$ cat src/rtl/wbpb_pkg.sv
// ----------------------------------------------------------------------------
// wbpb_pkg
// Shared types and constants for the write-back page buffer.
// ----------------------------------------------------------------------------
package wbpb_pkg;

	localparam int ADDR_W      = 14;
	localparam int DATA_W      = 8;
	localparam int OFS_W       = 8;
	localparam int PAGE_W      = ADDR_W - OFS_W;
	localparam int PAGE_BYTES  = 1 << OFS_W;
	localparam int FLASH_PAGES = 1 << PAGE_W;
	localparam int SWEEP_W     = OFS_W + 1;
	localparam int TICK_W      = 14;
	localparam int QUEUE_DEPTH = 2;
	localparam int QPTR_W      = 1;
	localparam int QCNT_W      = 2;

	localparam logic [TICK_W-1:0] TICK_LIMIT  = 14'd10000;
	localparam logic [TICK_W-1:0] FLUSH_RESET = 14'd500;
	localparam logic [DATA_W-1:0] ERASED_BYTE = 8'hFF;

	typedef enum logic [1:0] {
		OP_READ    = 2'd0,
		OP_WRITE   = 2'd1,
		OP_TICK    = 2'd2,
		OP_SERVICE = 2'd3
	} opcode_t;

	typedef struct packed {
		opcode_t             op;
		logic [ADDR_W-1:0]   address;
		logic [DATA_W-1:0]   wbyte;
		logic                last;
	} cmd_t;

	typedef struct packed {
		logic valid;
		cmd_t cmd;
	} queue_head_t;

	typedef enum logic [2:0] {
		ST_IDLE,
		ST_DECODE,
		ST_WB,
		ST_LOAD,
		ST_ACC_RD,
		ST_ACC_EX
	} back_state_t;

endpackage

$ cat src/rtl/wbpb_front.sv
// ----------------------------------------------------------------------------
// wbpb_front
// Accepts requests and holds them in a short queue for the back end.
// ----------------------------------------------------------------------------
module wbpb_front (
	input  logic                clk,
	input  logic                arst_n,
	input  logic                push,
	input  wbpb_pkg::cmd_t      push_cmd,
	output logic                full,
	output wbpb_pkg::queue_head_t head,
	input  logic                pop
);
	import wbpb_pkg::*;

	cmd_t              entries_q [QUEUE_DEPTH];
	logic [QPTR_W-1:0] wr_ptr_q;
	logic [QPTR_W-1:0] rd_ptr_q;
	logic [QCNT_W-1:0] count_q;
	logic              do_push;
	logic              do_pop;

	assign full       = (count_q == QCNT_W'(QUEUE_DEPTH));
	assign do_push    = push && !full;
	assign do_pop     = pop && (count_q != '0);
	assign head.valid = (count_q != '0);
	assign head.cmd   = entries_q[rd_ptr_q];

	always_ff @(posedge clk) begin
		if (do_push) begin
			entries_q[wr_ptr_q] <= push_cmd;
		end
	end

	always_ff @(posedge clk or negedge arst_n) begin
		if (!arst_n) begin
			wr_ptr_q <= '0;
			rd_ptr_q <= '0;
			count_q  <= '0;
		end else begin
			if (do_push) begin
				wr_ptr_q <= wr_ptr_q + QPTR_W'(1);
			end
			if (do_pop) begin
				rd_ptr_q <= rd_ptr_q + QPTR_W'(1);
			end
			case ({do_push, do_pop})
				2'b10:   count_q <= count_q + QCNT_W'(1);
				2'b01:   count_q <= count_q - QCNT_W'(1);
				default: count_q <= count_q;
			endcase
		end
	end

endmodule

$ cat config.mk
export PLATFORM = sky130hd
export DESIGN_NAME = wbpb_front
export DESIGN_NICKNAME = d
export VERILOG_FILES = /design/src/rtl/wbpb_pkg.sv /design/src/rtl/wbpb_front.sv
export SDC_FILE = /design/constraint.sdc
export NUM_CORES = 1
export LEC_CHECK = 0
export BUFFER_PORTS_ARGS = -buffer_cell sky130_fd_sc_hd__buf_4
export CORE_UTILIZATION = 45
export DETAILED_ROUTE_END_ITERATION = 8
export PLACE_DENSITY = 0.7
export SLEW_MARGIN = 20
export SYNTH_ARGS = -nofsm -noshare
export SYNTH_HDL_FRONTEND = slang
export SYNTH_SLANG_ARGS = --single-unit
$ cat constraint.sdc
create_clock -name clk -period 4.3 [get_ports clk]
set_input_delay 1.29 -clock clk [delete_from_list [all_inputs] [get_ports clk]]
set_output_delay 1.29 -clock clk [all_outputs]
set_load 0.1 [all_outputs]
* After elaboration in Yosys (flattened, before gate mapping)
Memories as Yosys holds them, arrays and structs flattened. Cells that the tools add are included.
Word-level totals: register bits 4, memory bits (writable) 50, input bits 29, output and inout bits 27, word-level logic and storage cells 19, memories kept 1
Memory list:
- entries_q | depth 2, width 25, read ports 1, clocked after Yosys merged registers in 0, wr ports 1, RTL line wbpb_front.sv:16 | cmd_t entries_q [QUEUE_DEPTH];
Cells by class: $add $sub $neg 4, equal/unequal tests 3, muxes and demuxes 3, reductions and logical operators 5
Operators by type and width (number):
- $eq A2 B2 Y1 const B | 2
- $pmux W2 S2 | 1
- $reduce_bool A2 Y1 | 2
- $add A1 B1 Y1 const B | 2
- $add A2 B1 Y2 const B | 1
- $eq A2 B1 Y1 const B | 1
- $logic_and A1 B1 Y1 | 2
- $mux W1 | 2
- $sub A2 B1 Y2 const B | 1
- $logic_not A1 Y1 | 1

* Logic depth before layout (Yosys ltp)
Gate-level depths: netlist (run 1).
word-level depth 5, depth in mapped cells 6, gate-level depth less buffers 6

* Worst setup path after synthesis (run 1)
No wires, ideal clock.
kind input port to flip-flop, from input push, to memory entries_q[0][0] (netlist bit), enable pin, arrival 2.449 ns, data required time 3.893 ns, slack 1.444 ns, stages 2, cell sequence nand2_1 > nor2_1
On the way: cells in the longest elaborated chain, start to end 3
Ends and longest elaborated chain:
- start, declared | RTL line wbpb_front.sv:8 | input logic push,
- $logic_and A1 B1 Y1 | RTL line wbpb_front.sv:24 | assign do_push = push && !full;
- $mux W1 | RTL line wbpb_front.sv:30 | if (do_push) begin
- $mux W1 (implied by the code) | RTL line wbpb_front.sv:31 | entries_q[wr_ptr_q] <= push_cmd;
- end, declared | RTL line wbpb_front.sv:16
Every way passes these cells.

==> metrics.txt, run 1 <==
synthesized flop and latch total=54; transition at the pin with the smallest max-transition slack=612.9 ps; crit end category=output port; data arrival time of the critical path=1740 ps; kind of critical path=reg2out; fraction of registers with async set or reset after synthesis=0.07407; ANT nets after route=0; DIE HEIGHT=68.99 um; routed wire length=3312 um; Post-layout nets=187; status=finished, final reports clean; global placer's final weighted congestion=0.6543; initial cell density of the core=0.4873; # diodes=0; summed instance area of the synthesized netlist=0.002019 mm2; overall fraction of global-route tracks in use=0.1579; placement row count=23; peak fanout along the critical path=26; Post-CTS Setup Bufs=0; period utilization=0.7038; detailed placer's ending HPWL=2244 um; DRC viols=0; average routed wire per standard cell=16.00 um; initial antenna violation count=0; Yosys Warn Count=0; proportion of synthesized chip area in sequential cells=0.7931; Fin Setup TNS=0 ps; Via density=4.966; I/O Buffers=55; data required time at the worst endpoint=3010 ps; area fraction of the dominant cell type after synthesis=0.7435; slowest cell on the critical path=dfrtp_2; overall die area=0.004760 mm2; maximum capacitance violations=0; DRT Pass-1 Iters=4; most used standard cell by instance count after synthesis=edfxtp_1; vias in the first global route=1055; number of clock sinks=54; via count=1028; largest incremental delay on the critical path=760 ps; fraction of layout instances using a drive strength above 1=0.5796; TritonCTS clock tree=done; 1st-iter DRT viols=62; kind of start point of the critical path=flop; post-cts hold buffer count=0; area share of fa/ha/maj cells after synthesis=0.006196; global-route wire length before repair=5037 um; Final Slew Violations=0; simple-gate share of the synthesized area=0.01921; number of different library cells in the post-synthesis netlist=15; Longest Clk Path Bufs=2; Syn Area/Cell=21.04 um2; clock slew at the register clock pins of the worst setup and hold paths=80 ps; Clock Skew=3.724 ps; total core area=0.004144 mm2; dominant combinational cell family by area after synthesis=multiplexers; Area growth syn-to-layout=26.77%; Post-synth EDFFs=50; Yosys top cell by area=edfxtp_1; fraction of synthesized area in multiplexers=0.1413; RSZ-0062 raised after global routing=false; maximum frequency from static timing analysis=330.4 MHz; post-synthesis net count=126; die width=68.99 um; number of levels in the clock H-tree=2; CTS Buf Count=5; min Tclk post-route=3026 ps; worst-path cell chain=mux2_2, buf_4; type of the worst min-delay path=reg2reg; number of ports placed on the die boundary=56; hold violation total from the final report=0; GRT overflow=0; Clock Root Buffer=clkbuf_8; max-slew headroom at the worst pin=0.5914; pin count of the biggest net entering global routing=27; xor/xnor share of the synthesized area=0.02169; worst skew pair latency=300 ps; synthesized-area fraction occupied by ao, oa, aoi and oai cells=0; number of cells produced by synthesis=96; Setup violations, final=0; leading register cell type out of synthesis=edfxtp_1; cells taking the most area after synthesis=edfxtp_1 74%, mux2_2 13%, dfrtp_1 5.0%, buf_6 1.7%, xnor2_1 1.3%; most used standard cells in the synthesized netlist=50 x edfxtp_1, 24 x mux2_2, 4 x dfrtp_1; Resized Gates After CTS=0
## per-stage QoR
step	area, um2	hold WS, ps	setup WS, ps	cells	utilization
2_1_floorplan	2019	456.4	1444	96	-
3_3_place_gp	2479	474.1	1261	200	0.5981
3_5_place_dp	2479	480.0	1224	200	0.5981
4_1_cts	2559	498.4	888.7	207	0.6175
5_1_grt	2560	523.0	1178	207	0.6178
6_report	2560	492.4	1274	207	0.6178
## critical path: cells and delay by family (launching register included)
family / cells / cell delay, ps
buffers and inverters: 1 / 240
flip-flops: 1 / 760
multiplexers: 1 / 430
## cells by family after synthesis
family / count (synthesis)
DFF: 54
muxes: 25
and+or+nand+nor: 7
xor gates and xnor gates: 5
buffers and inverters: 4
adders and majority gates: 1
## final cells by class
class,count,area (um2)
timing repair buffer,57,427.9
clock inverter,1,7.507
sequential,54,1603
inverter,1,3.754
clock buffer,6,72.57
multi-input combinational,38,382.9
tap,50,62.56
fill,322,1584
## path summary, 6_finish.rpt
path	to	start	slack [ps]	cells past startpoint
max	head[3]	rd_ptr_q	1270	2
min	count_q[1]	count_q[1]	490	1
max reg2reg	count_q[1]	count_q[0]	2740	5
min reg2reg	count_q[1]	count_q[1]	490	1
max in group asynchronous	rd_ptr_q	arst_n	3420	1
min in group asynchronous	count_q[1]	arst_n	770	1
## sequential cells by signal, indices dropped and copies added (netlist names)
name       cells
count_q        2
wr_ptr_q       1
rd_ptr_q       1
entries_q     50
## cells in the final DEF (no fill, tap or decap), drive strengths merged
cell type  synthesis  layout
clkbuf             0       6
nand2              1       1
and2               1       1
buf                3      57
inv                1       1
nor2               2       2
ha                 1       1
edfxtp            50      50
dfrtp              4       4
and3               1       1
xor2               2       2
mux2              25      25
xnor2              3       3
clkinvlp           0       1
nand2b             1       1
or2                1       1
## per-layer routing
| metal | part of all wire | up-vias | track usage | wire length [um] |
|---|---|---|---|---|
| met5 | 0 | - | 0 | 0 |
| met3 | 0.077 | 5 | 0.05099 | 254 |
| li1 | - | 485 | - | - |
| met1 | 0.41 | 490 | 0.1883 | 1353 |
| met4 | 0.013 | 0 | 0.06888 | 43 |
| met2 | 0.50 | 48 | 0.2609 | 1660 |
Power of run 1 is not shown: default switching activity piles up to over one toggle a cycle in this logic, so the estimate is an artifact.
==> inputs of run 2 (changes only) <==
- PLACE_DENSITY: 0.7 -> 0.73
- clock period: 4.3 -> 2.45 ns (I/O delays scaled with it)
==> metrics.txt, run 2 (synthesized netlist as in run 1, its figures left out) <==
Longest Clk Path Bufs=2; cell total after placement=201; Post-CTS Setup Bufs=0; Via density=4.890; GRT overflow=0; data arrival time of the critical path=1630 ps; pin count of the biggest net entering global routing=22; die width=68.99 um; period utilization=0.9654; data required time at the worst endpoint=1710 ps; global placer's final weighted congestion=0.6113; Resized Gates After CTS=0; Fin Setup TNS=0 ps; type of the worst min-delay path=in2async; ANT nets after route=0; filler cell count in the final layout=303; placement row count=23; routed wire length=3383 um; global-route wire length before repair=5326 um; Non-Filler Instances=209; initial antenna violation count=0; Clock Root Buffer=clkbuf_8; CTS Buf Count=5; average routed wire per standard cell=16.19 um; number of clock sinks=54; # diodes=0; highest-count cells in the layout ignoring fill and taps=55 x buf_4, 50 x edfxtp_1, 24 x mux2_2; 1st-iter DRT viols=47; vias in the first global route=1077; I/O Buffers=55; largest incremental delay on the critical path=510 ps; transition at the pin with the smallest max-transition slack=416.0 ps; status=finished, final reports clean; max-slew headroom at the worst pin=0.7224; clock slew at the register clock pins of the worst setup and hold paths=90 ps; most common cell after layout, fill and taps aside=buf_4; DRT Pass-1 Iters=4; TritonCTS clock tree=done; number of ports placed on the die boundary=56; worst-path cell chain=buf_12, mux2_2, buf_4; fraction of layout instances using a drive strength above 1=0.5849; post-cts hold buffer count=0; slowest cell on the critical path=dfrtp_1; crit end category=output port; Final Slew Violations=0; register bank with the most flops=entries_q; RSZ-0062 raised after global routing=false; hold violation total from the final report=0; Area growth syn-to-layout=30.17%; detailed placer's ending HPWL=2428 um; Setup violations, final=0; DRC viols=0; overall fraction of global-route tracks in use=0.1684; overall die area=0.004760 mm2; maximum frequency from static timing analysis=422.8 MHz; Largest delay share family, worst path=flip-flops; flip-flop count of the largest register, all copies and words added=50; maximum capacitance violations=0; Post-layout nets=188; worst skew pair latency=300 ps; number of levels in the clock H-tree=2; largest registers in the final layout=entries_q: 50 flops, count_q: 2 flops; Clock Skew=3.427 ps; initial cell density of the core=0.4873; kind of critical path=reg2out; DIE HEIGHT=68.99 um; total core area=0.004144 mm2; min Tclk post-route=2365 ps; peak fanout along the critical path=21; via count=1022; number of buffer and inverter stages on the critical path=2; kind of start point of the critical path=flop
run 2: final timing paths:
check,end,from,cells past startpoint,slack [ps]
max in group asynchronous,rd_ptr_q,arst_n,1,2140
min,count_q[1],arst_n,1,210
max,head[2],rd_ptr_q,3,80
min in group clk,count_q[1],count_q[1],1,510
min reg2reg,count_q[1],count_q[1],1,510
max reg2reg,entries_q[0][9],count_q[0],4,850
run 2: through the flow:
stage | hold WS (ps) | instance area [um2] | util | setup WS (ps)
CTS | 200.1 | 2629 | 0.6344 | 60.56
global route | 187.6 | 2629 | 0.6344 | 5.672
detailed placement | 487.8 | 2524 | 0.6090 | 405.1
global placement | 474.5 | 2524 | 0.6090 | 413.6
floorplan | 439.4 | 2019 | - | 149.2
finish | 212.0 | 2629 | 0.6344 | 84.78
run 2: worst register-to-register path, delay by kind of cell (launching register included):
kind | cells | cell delay (ps)
buf+inv | 1 | 230
simple gates | 3 | 670
flops | 1 | 420
run 2: layer usage:
| layer | vias to the layer above | share of wire | track usage | wire, um |
|---|---|---|---|---|
| met5 | - | 0 | 0 | 0 |
| met4 | 0 | 0.017 | 0.08418 | 57 |
| met3 | 6 | 0.077 | 0.06743 | 261 |
| met2 | 47 | 0.50 | 0.2682 | 1681 |
| met1 | 483 | 0.41 | 0.1967 | 1382 |
| li1 | 486 | - | - | - |
run 2: layout make-up:
cell class | instances | area (um2) | area share
Multi-Input combinational cell | 38 | 382.9 | 0.1456
Sequential cell | 54 | 1602 | 0.6092
Inverter | 1 | 3.754 | 0.001428
Tap cell | 50 | 62.56 | 0.02380
Timing Repair Buffer | 58 | 473.0 | 0.1799
Clock inverter | 1 | 8.758 | 0.003332
Clock buffer | 7 | 96.34 | 0.03665
Power of run 2 is left out for the same reason.
